### src/rtl/rvwh_pkg.sv
package rvwh_pkg;

  localparam int MAX_MAP_SIDE  = 64;
  localparam int MAP_SIDE_LOG2 = $clog2(MAX_MAP_SIDE);
  localparam int MAP_DEPTH     = MAX_MAP_SIDE * MAX_MAP_SIDE;
  localparam int MAP_AW        = $clog2(MAP_DEPTH);

  // cell size is a power of two: CELL_SIZE = 2**CELL_LOG2 pixels
  localparam int CELL_LOG2     = 6;
  localparam int CELL_SIZE     = 1 << CELL_LOG2;
  localparam int CQ8_LOG2      = CELL_LOG2 + 8;

  localparam int CFG_W   = 7;
  localparam int COL_W   = 6;
  localparam int PX_W    = 20;
  localparam int ANG_W   = 13;
  localparam int OUT_W   = 32;
  localparam int PHI_W   = 11;

  localparam int RX_W    = CQ8_LOG2 + 12;
  localparam int RY_W    = 48;
  localparam int TAN_W   = 42;
  localparam int LO_W    = TAN_W / 2;
  localparam int D_W     = CQ8_LOG2 + 2;
  localparam int PLO_W   = D_W + LO_W + 1;
  localparam int PHI_PW  = D_W + TAN_W - LO_W;
  localparam int PROD_W  = D_W + TAN_W + 1;
  localparam int YO_W    = TAN_W + 1 + CQ8_LOG2;
  localparam int CNT_W   = 7;

  localparam int CORDIC_STEPS = 20;
  localparam int XY_W    = 32;
  localparam int Z_W     = 24;
  localparam int MAG_W   = 32;
  localparam int DVD_W   = MAG_W + 16;
  localparam int ITER_W  = 6;

  localparam logic [ANG_W-1:0] ANGLE_FULL    = ANG_W'(5760);
  localparam logic [ANG_W-1:0] ANGLE_QUARTER = ANG_W'(1440);

  localparam logic KIND_WRITE = 1'b0;
  localparam logic KIND_CAST  = 1'b1;

  localparam logic REG_MAP_WIDTH  = 1'b0;
  localparam logic REG_MAP_HEIGHT = 1'b1;

  typedef enum logic [2:0] {
    TS_IDLE,
    TS_ROT,
    TS_PREP,
    TS_DIV,
    TS_FIN
  } tan_state_t;

  typedef enum logic [2:0] {
    ST_IDLE,
    ST_TAN_GO,
    ST_TAN_WAIT,
    ST_MUL_LO,
    ST_MUL_HI,
    ST_INIT,
    ST_WALK,
    ST_DONE
  } ctl_state_t;

  // atan(2^-i) in Q16 degrees
  function automatic logic signed [Z_W-1:0] atan_q16(input logic [4:0] i);
    logic signed [Z_W-1:0] v;
    case (i)
      5'd0:  v = Z_W'(2949120);
      5'd1:  v = Z_W'(1740967);
      5'd2:  v = Z_W'(919879);
      5'd3:  v = Z_W'(466945);
      5'd4:  v = Z_W'(234379);
      5'd5:  v = Z_W'(117304);
      5'd6:  v = Z_W'(58666);
      5'd7:  v = Z_W'(29335);
      5'd8:  v = Z_W'(14668);
      5'd9:  v = Z_W'(7334);
      5'd10: v = Z_W'(3667);
      5'd11: v = Z_W'(1833);
      5'd12: v = Z_W'(917);
      5'd13: v = Z_W'(458);
      5'd14: v = Z_W'(229);
      5'd15: v = Z_W'(115);
      5'd16: v = Z_W'(57);
      5'd17: v = Z_W'(29);
      5'd18: v = Z_W'(14);
      5'd19: v = Z_W'(7);
      default: v = '0;
    endcase
    return v;
  endfunction

  function automatic logic signed [OUT_W-1:0] sat_out(input logic signed [RY_W-1:0] v);
    logic signed [OUT_W-1:0] r;
    if (v[RY_W-1:OUT_W-1] == '0 || v[RY_W-1:OUT_W-1] == '1) begin
      r = v[OUT_W-1:0];
    end else if (v[RY_W-1]) begin
      r = {1'b1, {(OUT_W-1){1'b0}}};
    end else begin
      r = {1'b0, {(OUT_W-1){1'b1}}};
    end
    return r;
  endfunction

endpackage

### src/rtl/rvwh_tan_unit.sv
module rvwh_tan_unit (
  input  logic                              clk,
  input  logic                              rst_n,
  input  logic                              start,
  input  logic [rvwh_pkg::PHI_W-1:0]        phi,
  output logic                              done,
  output logic signed [rvwh_pkg::TAN_W-1:0] tan
);

  rvwh_pkg::tan_state_t st_r, st_nxt;

  logic signed [rvwh_pkg::XY_W-1:0]  x_r, y_r, xs, ys;
  logic signed [rvwh_pkg::Z_W-1:0]   z_r, at;
  logic [rvwh_pkg::ITER_W-1:0]       i_r;
  logic [rvwh_pkg::DVD_W-1:0]        dvd_r, q_r;
  logic [rvwh_pkg::MAG_W:0]          rem_r, rem_sh, x_ext;
  logic                              yneg_r, ge;
  logic [rvwh_pkg::MAG_W-1:0]        y_mag;
  logic [rvwh_pkg::DVD_W-1:0]        q_fix;

  assign xs     = x_r >>> i_r[4:0];
  assign ys     = y_r >>> i_r[4:0];
  assign at     = rvwh_pkg::atan_q16(i_r[4:0]);
  assign rem_sh = {rem_r[rvwh_pkg::MAG_W-1:0], dvd_r[rvwh_pkg::DVD_W-1]};
  assign x_ext  = {1'b0, x_r};
  assign ge     = rem_sh >= x_ext;
  assign y_mag  = y_r[rvwh_pkg::XY_W-1] ? rvwh_pkg::MAG_W'(-y_r) : rvwh_pkg::MAG_W'(y_r);
  assign q_fix  = q_r + rvwh_pkg::DVD_W'(rem_r != '0);

  always_comb begin
    st_nxt = st_r;
    case (st_r)
      rvwh_pkg::TS_IDLE: if (start) st_nxt = rvwh_pkg::TS_ROT;
      rvwh_pkg::TS_ROT: begin
        if (i_r == rvwh_pkg::ITER_W'(rvwh_pkg::CORDIC_STEPS - 1)) st_nxt = rvwh_pkg::TS_PREP;
      end
      rvwh_pkg::TS_PREP: st_nxt = rvwh_pkg::TS_DIV;
      rvwh_pkg::TS_DIV: begin
        if (i_r == rvwh_pkg::ITER_W'(rvwh_pkg::DVD_W - 1)) st_nxt = rvwh_pkg::TS_FIN;
      end
      rvwh_pkg::TS_FIN: st_nxt = rvwh_pkg::TS_IDLE;
      default: st_nxt = rvwh_pkg::TS_IDLE;
    endcase
  end

  always_comb begin
    done = (st_r == rvwh_pkg::TS_FIN);
    if (x_r <= 0) begin
      tan = rvwh_pkg::TAN_W'(64'sd1 << 40);
    end else if (yneg_r) begin
      tan = -$signed(rvwh_pkg::TAN_W'(q_fix));
    end else begin
      tan = $signed(rvwh_pkg::TAN_W'(q_r));
    end
  end

  always_ff @(posedge clk) begin
    if (!rst_n) begin
      st_r <= rvwh_pkg::TS_IDLE;
    end else begin
      st_r <= st_nxt;
    end
  end

  always_ff @(posedge clk) begin
    case (st_r)
      rvwh_pkg::TS_IDLE: begin
        x_r <= rvwh_pkg::XY_W'(32'sd1 << 28);
        y_r <= '0;
        z_r <= $signed({1'b0, phi, 12'b0});
        i_r <= '0;
      end
      rvwh_pkg::TS_ROT: begin
        if (z_r >= 0) begin
          x_r <= x_r - ys;
          y_r <= y_r + xs;
          z_r <= z_r - at;
        end else begin
          x_r <= x_r + ys;
          y_r <= y_r - xs;
          z_r <= z_r + at;
        end
        i_r <= i_r + 1'b1;
      end
      rvwh_pkg::TS_PREP: begin
        dvd_r  <= {y_mag, 16'b0};
        rem_r  <= '0;
        q_r    <= '0;
        yneg_r <= y_r[rvwh_pkg::XY_W-1];
        i_r    <= '0;
      end
      rvwh_pkg::TS_DIV: begin
        rem_r <= ge ? rem_sh - x_ext : rem_sh;
        q_r   <= {q_r[rvwh_pkg::DVD_W-2:0], ge};
        dvd_r <= {dvd_r[rvwh_pkg::DVD_W-2:0], 1'b0};
        i_r   <= i_r + 1'b1;
      end
      default: begin
      end
    endcase
  end

endmodule
### config.mk
export PLATFORM = sky130hd
export DESIGN_NAME = rvwh_tan_unit
export DESIGN_NICKNAME = d
export VERILOG_FILES = /design/src/rtl/rvwh_pkg.sv /design/src/rtl/rvwh_tan_unit.sv
export SDC_FILE = /design/constraint.sdc
export NUM_CORES = 1
export LEC_CHECK = 0
export ABC_AREA = 1
export BUFFER_PORTS_ARGS = -buffer_cell sky130_fd_sc_hd__buf_2
export CAP_MARGIN = 20
export CORE_MARGIN = 2
export CORE_UTILIZATION = 45
export DETAILED_ROUTE_END_ITERATION = 10
export HOLD_SLACK_MARGIN = 0.1
export MAX_ROUTING_LAYER = met4
export PLACE_DENSITY = 0.7
export SKIP_LAST_GASP = 1
export SYNTH_ARGS = -nofsm -noshare
export SYNTH_HDL_FRONTEND = slang
export SYNTH_SLANG_ARGS = --single-unit
### constraint.sdc
create_clock -name clk -period 4.6 [get_ports clk]
set_input_delay 0.92 -clock clk [delete_from_list [all_inputs] [get_ports clk]]
set_output_delay 0.92 -clock clk [all_outputs]
set_load 0.05 [all_outputs]
== After elaboration in Yosys (flattened, before gate mapping) ==
Memories as Yosys holds them, arrays and structs flattened. A register that Yosys moved wholly into a read port is not among the register bits.
Index checks and enable logic that the tools add are counted.

* Bits in latches: 0
* Memory bits (read-only): 704
* Flip-flop bits (word level): 221
* Word-level logic and storage cells: 62
* Memory bits (writable): 0
* Memories kept: 1

* Reduce and logical (&&, ||, !) cells: 8
* Equal/unequal tests: 9
* Mux-type cells: 19
* Order comparisons: 3
* Shift-type cells: 2
* Bitwise gates (word level): 0
* Div/mod/pow operators: 0
* Multiply operators: 0
* Add/subtract/negate cells: 11

{| class="wikitable"
|+ Memories
! name !! depth !! bits a word !! read ports !! clocked after memory_dff !! wr ports !! RTL line !! RTL
|-
| (no name shown) || 32 || 22 || 1 || 1 || 0 || rvwh_pkg.sv:69 || <nowiki>case (i)</nowiki>
|}

{| class="wikitable"
|+ Operator list
! operator !! count
|-
| $pmux W32 S2 || 2
|-
| $mux W32 || 3
|-
| $pmux W48 S2 || 1
|-
| $mux W42 || 2
|-
| $pmux W42 S2 || 1
|-
| $pmux W33 S2 || 1
|-
| $add A32 B32 Y32 || 2
|-
| $sshr A32 B5 Y32 || 2
|-
| $sub A32 B32 Y32 || 2
|-
| $pmux W24 S2 || 1
|-
| $add A42 B1 Y42 || 1
|-
| $neg A42 Y42 || 1
|-
| $ge A33 B32 Y1 || 1
|-
| $mux W33 || 1
|-
| $reduce_bool A33 Y1 || 1
|-
| $sub A33 B32 Y33 || 1
|-
| $le A32 B1 Y1 const B || 1
|-
| $neg A32 Y32 || 1
|-
| $add A24 B24 Y24 || 1
|-
| $ge A24 B1 Y1 const B || 1
|-
| $mux W24 || 1
|-
| $sub A24 B24 Y24 || 1
|-
| $pmux W3 S4 || 1
|-
| $pmux W6 S2 || 1
|-
| 13 further kinds || 21
|}

== Logic depth before layout (Yosys ltp) ==
* Word-level depth: 5
* Mapped depth: 32
* Mapped depth without buffers: 30

== Least setup slack after synthesis ==
OpenSTA, ideal clock, no wires.

* Kind: reg2out
* Start point: register rem_r[24] (netlist bit)
* End point: output port tan[40] (netlist bit)
* Path slack: 593 ps
* Arrival time: 3087 ps
* Stages on the path, launching flop included: 17
* Path through: edfxtp_1 > nor4_1 > nand4_1 > nor3_1 > ha_1 > ha_1 > inv_1 > o21ai_0 > a21o_1 > nand2_1 > nand2_1 > a21boi_0 > o21ai_0 > a21oi_1 > or2_2 > nand3_1 > nand2_1

* Word-level cells in the longest chain between the ends: 5

{| class="wikitable"
|+ RTL lines
! element !! RTL line !! RTL
|-
| from (decl) || rvwh_tan_unit.sv:16 || <nowiki>logic [rvwh_pkg::MAG_W:0] rem_r, rem_sh, x_ext;</nowiki>
|-
| from (signal assigned) || rvwh_tan_unit.sv:93 || <nowiki>rem_r <= ge ? rem_sh - x_ext : rem_sh;</nowiki>
|-
| $reduce_bool A33 Y1 || rvwh_tan_unit.sv:28 || <nowiki>assign q_fix = q_r + rvwh_pkg::DVD_W'(rem_r != '0);</nowiki>
|-
| $add A42 B1 Y42 || rvwh_tan_unit.sv:28 ||
|-
| $neg A42 Y42 || rvwh_tan_unit.sv:51 || <nowiki>tan = -$signed(rvwh_pkg::TAN_W'(q_fix));</nowiki>
|-
| $mux W42 || rvwh_tan_unit.sv:50 || <nowiki>end else if (yneg_r) begin</nowiki>
|-
| $mux W42 || rvwh_tan_unit.sv:48 || <nowiki>if (x_r <= 0) begin</nowiki>
|-
| to (decl) || rvwh_tan_unit.sv:7 || <nowiki>output logic signed [rvwh_pkg::TAN_W-1:0] tan</nowiki>
|}

No other way between the ends.

== Final worst setup path ==
* Start point: register rem_r[29] (netlist bit)
* End point: output port tan[27] (netlist bit)

The elaborated chain is that of the path after synthesis.

==> impl_results.rst <==
.. list-table::
   :header-rows: 1

   * - Metric
     - Value
   * - Outcome
     - finished, violations left
   * - Violations in the final reports
     - setup timing
   * - Clock insertion delay at the later pin of the skew report
     - around 610 ps
   * - Worst setup EP type
     - primary output
   * - Required arrival time at the worst endpoint
     - 3680 ps
   * - Crit path max fanout
     - 4
   * - Worst-margin pin slew
     - 935.1 ps
   * - Final core utilization
     - 52.63%
   * - Floorplan Core Area
     - roughly 55,000 um2
   * - Height of the chip
     - 239.0 um
   * - Kind of start point of the critical path
     - flip-flop
   * - Top flip-flop cell by instance count after synthesis
     - sky130_fd_sc_hd__edfxtp_1
   * - Final net count
     - 4,083
   * - Congestion Overflow GR
     - 0
   * - Initial core utilization
     - 45.27%
   * - Die Footprint
     - 57,100 um2
   * - Critical Path Stages
     - 19
   * - Minimum setup slack in the final design
     - -152.5 ps
   * - Hold Path Class
     - reg -> reg
   * - Setup CP Type
     - reg -> out
   * - Min cycle time layout
     - approximately 4800 ps
   * - Highest achievable clock rate
     - 0.2104 GHz
   * - Number of diodes
     - 0
   * - Cell variety after synth
     - 57
   * - Most repeated library cell on the critical path
     - sky130_fd_sc_hd__ha_4
   * - Final HPWL from detailed placement
     - 60,840 um
   * - Cell with the biggest individual delay on the critical path
     - sky130_fd_sc_hd__edfxtp_1
   * - Total track usage
     - 27.96%
   * - Crit path DAT
     - 3830 ps
   * - Number of levels the H-tree was split into
     - 1
   * - Average footprint of a synthesized cell
     - 6.614 um2
   * - Ys async rst share
     - 0%
   * - Quantity of hold-fixing buffers added after cts
     - 0
   * - Largest delay share family, worst path
     - simple AND/OR/NAND/NOR gates
   * - Post-synthesis net count
     - 3,952
   * - Initial antenna violation count
     - 0
   * - Routed wirelength normalized by instance count
     - 17.40 um
   * - Routability congestion estimate from global placement
     - 1.074
   * - Hold Fails Final Rpt
     - 0
   * - Via count of the first global-routing pass
     - approximately 24,000
   * - Die width
     - 239.0 um
   * - P per Cell Area
     - 848.4 nW/um2
   * - # port buffers
     - 56
   * - Max-Slew Margin vs Limit
     - between 30% and 40%
   * - Fraction of layout cells with a size suffix above 1
     - 13.35%
   * - Slew Limit Fails
     - 0
   * - Reg-to-Reg End
     - y_r[29]
   * - # IOs
     - 57
   * - Total power
     - 24,500 uW
   * - Count of unresolved DRC violations after routing
     - 0
   * - Netlist area before placement
     - 24,840 um2
   * - Count of flip-flops with a built-in enable after synthesis
     - 202
   * - DRC marker count from the first detailed-route iteration
     - approximately 2,500
   * - Sequential fraction of the synthesis area
     - 26.43%
   * - Syn Inst Count
     - 3,756
   * - Depth of the worst register-to-register path
     - 27
   * - Count of antenna-violating nets left after detailed routing
     - 0
   * - Number of placement rows
     - 86
   * - CTS buffer count
     - 30
   * - Tcrit/Tclk final
     - 103.3%
   * - Pre-Repair DR Iteration Count
     - 6
   * - Leakage Power
     - 0.01341 uW
   * - Clock transition at the registers of the reported paths
     - 60 ps
   * - Worst clock skew
     - 21.45 ps
   * - Most frequent standard cell in the layout excluding fill and tap cells
     - sky130_fd_sc_hd__nand2_1
   * - Start point of the critical path
     - rem_r[29]
   * - Total Routed Length
     - 80,290 um
   * - Relative area change from synthesis to final layout
     - 16.26%
   * - Largest net degree at the start of global routing
     - 88
   * - Max VDD drop
     - 0.5445 mV
   * - CTS Root Cell
     - sky130_fd_sc_hd__clkbuf_16
   * - Number of clock sinks seen by CTS
     - approximately 230
   * - Via count of the routed design
     - about 26,000
   * - Highest cell delay on the worst timing path
     - between 400 and 500 ps
   * - Commonest non-fill, non-tap cells in the layout
     - sky130_fd_sc_hd__nand2_1 (813), sky130_fd_sc_hd__inv_1 (425), sky130_fd_sc_hd__nor2_1 (385), sky130_fd_sc_hd__nand3_1 (379), sky130_fd_sc_hd__a21oi_1 (293)
   * - Setup repair after global routing missed its margin
     - yes
   * - Internal reg-to-reg setup slack
     - 160 ps
   * - Number of synthesized register bits
     - 227
   * - CP Capture Point
     - tan[27]
   * - Clock tree from TritonCTS
     - done
   * - Final-report setup violation count
     - 15
   * - Number of synthesis warnings
     - 0
   * - Worst-case clock buffer depth
     - 3
   * - R2R Path Start
     - i_r[1]
   * - Number of vias per cell after detailed routing
     - about 5.6
   * - Worst path cell trace
     - nor4_4 -> nand4_1 -> nor3_2 -> ha_2 -> ha_4 -> inv_4 -> ha_4 -> o21ai_2 -> nand3_1 -> nand2_2 -> a21oi_4 -> buf_4 -> nand3b_1 -> a21oi_1 -> nor2_1 -> nand2_1 -> o211ai_1 -> inv_1 -> buf_6
   * - First-pass GRT wire length
     - 125,300 um
   * - Count of buffering cells on the critical path with inverters included
     - 4
   * - Count of max-cap constraint violations
     - 0
-- synthesized netlist by cell type, types with 15 or more instances --
cell / n / share of area, %
sky130_fd_sc_hd__nand2_1: 853 / 13
sky130_fd_sc_hd__inv_1: 429 / 6.5
sky130_fd_sc_hd__nor2_1: 395 / 6.0
sky130_fd_sc_hd__nand3_1: 392 / 7.9
sky130_fd_sc_hd__a21oi_1: 325 / 6.5
sky130_fd_sc_hd__o21ai_0: 300 / 6.0
sky130_fd_sc_hd__edfxtp_1: 202 / 24
sky130_fd_sc_hd__ha_1: 178 / 9.0
sky130_fd_sc_hd__xor2_1: 96 / 3.4
sky130_fd_sc_hd__clkbuf_1: 63 / 0.95
sky130_fd_sc_hd__xnor2_1: 57 / 2.0
sky130_fd_sc_hd__nor3_1: 38 / 0.77
sky130_fd_sc_hd__nor4_1: 37 / 0.93
sky130_fd_sc_hd__buf_2: 36 / 0.73
sky130_fd_sc_hd__nand4_1: 34 / 0.86
sky130_fd_sc_hd__nand2_2: 29 / 0.73
sky130_fd_sc_hd__dfxtp_1: 25 / 2.0
sky130_fd_sc_hd__a31oi_1: 22 / 0.55
sky130_fd_sc_hd__o21a_1: 21 / 0.63
sky130_fd_sc_hd__o211ai_1: 19 / 0.57
sky130_fd_sc_hd__o21bai_1: 18 / 0.54
sky130_fd_sc_hd__nand3_2: 16 / 0.64
sky130_fd_sc_hd__a21o_1: 15 / 0.45
-- cell families (layout without fill, tap and decap cells) --
family / Yosys count / in the layout / share of synthesized area, %
compound gates: 780 / 780 / 17.20
xor+xnor: 153 / 153 / 5.394
fa+ha+maj: 182 / 182 / 9.287
buf+inv: 564 / 719 / 9.201
flops: 227 / 227 / 26.43
simple gates: 1850 / 1850 / 32.48
-- how the worst min path moves through the flow --
| stage | start | endpoint | slack (ps) | cells after the start |
|---|---|---|---|---|
| 4_1_cts | dvd_r[38] | dvd_r[39] | 540 | 2 |
| 3_5_place_dp | dvd_r[38] | dvd_r[39] | 520 | 2 |
| 6_report | dvd_r[38] | dvd_r[39] | 530 | 2 |
| 5_1_grt | dvd_r[38] | dvd_r[39] | 550 | 2 |
| 3_3_place_gp | dvd_r[26] | dvd_r[27] | 510 | 2 |
| 2_1_floorplan | dvd_r[17] | dvd_r[18] | 500 | 2 |
-- state kept, by name, summed over array words and instances, names as in the netlist --
register / cells
y_r: 32
i_r: 6
rem_r: 33
z_r: 24
x_r: 32
dvd_r: 32
q_r: 42
st_r: 3
yneg_r: 1
at: 22
-- tightest hold or removal path, stage by stage (launching register included) --
cell and delay [ps]:
sky130_fd_sc_hd__edfxtp_1 320, sky130_fd_sc_hd__nand2_1 50, sky130_fd_sc_hd__o21ai_0 50
-- area by class of cell --
class	instances	area [um2]
Fill cell	5491	25990
Multi-Input combinational cell	2965	16900
Sequential cell	227	6566
Timing Repair Buffer	223	1839
Inverter	440	1662
Tap cell	704	880.8
Clock buffer	37	862.1
Clock inverter	19	171.4
-- routing by layer --
layer  wire (um)  GRT usage (%)  vias to the layer above
li1            -              -                    12960
met1       35500          36.96                    11930
met2       36790          45.28                      940
met3        5366          2.771                      157
met4        2635          8.523                        0
met5           0              -                        -
-- repair_timing --
item	in CTS	in global routing
buffers inserted	12	18
pin swaps	26	70
hold endpoints to repair	0	0
resized for setup	100	183
endpoints found under the setup margin	40	69
cloned	1	1
-- where the power goes --
part | switching (uW) | internal, uW
combinational | 11700 | 6470
sequential | 724 | 3170
clock | 1040 | 1410
total | 13500 | 11000
-- metrics by stage --
step	instances	hold WS (ps)	instance area [um2]	setup slack (ps)	setup TNS, ps
6_report	4615	532.5	28880	-152.5	-1395
5_1_grt	4615	545.1	28880	-280.1	-4402
4_1_cts	4596	535.0	27960	-128.8	-1100
3_5_place_dp	4530	518.8	26520	-58.42	-136.1
3_3_place_gp	4530	510.1	26520	-33.58	-57.60
2_1_floorplan	3756	500.0	24840	593.0	0
No activity file was read; power rests on OpenSTA's default activity.
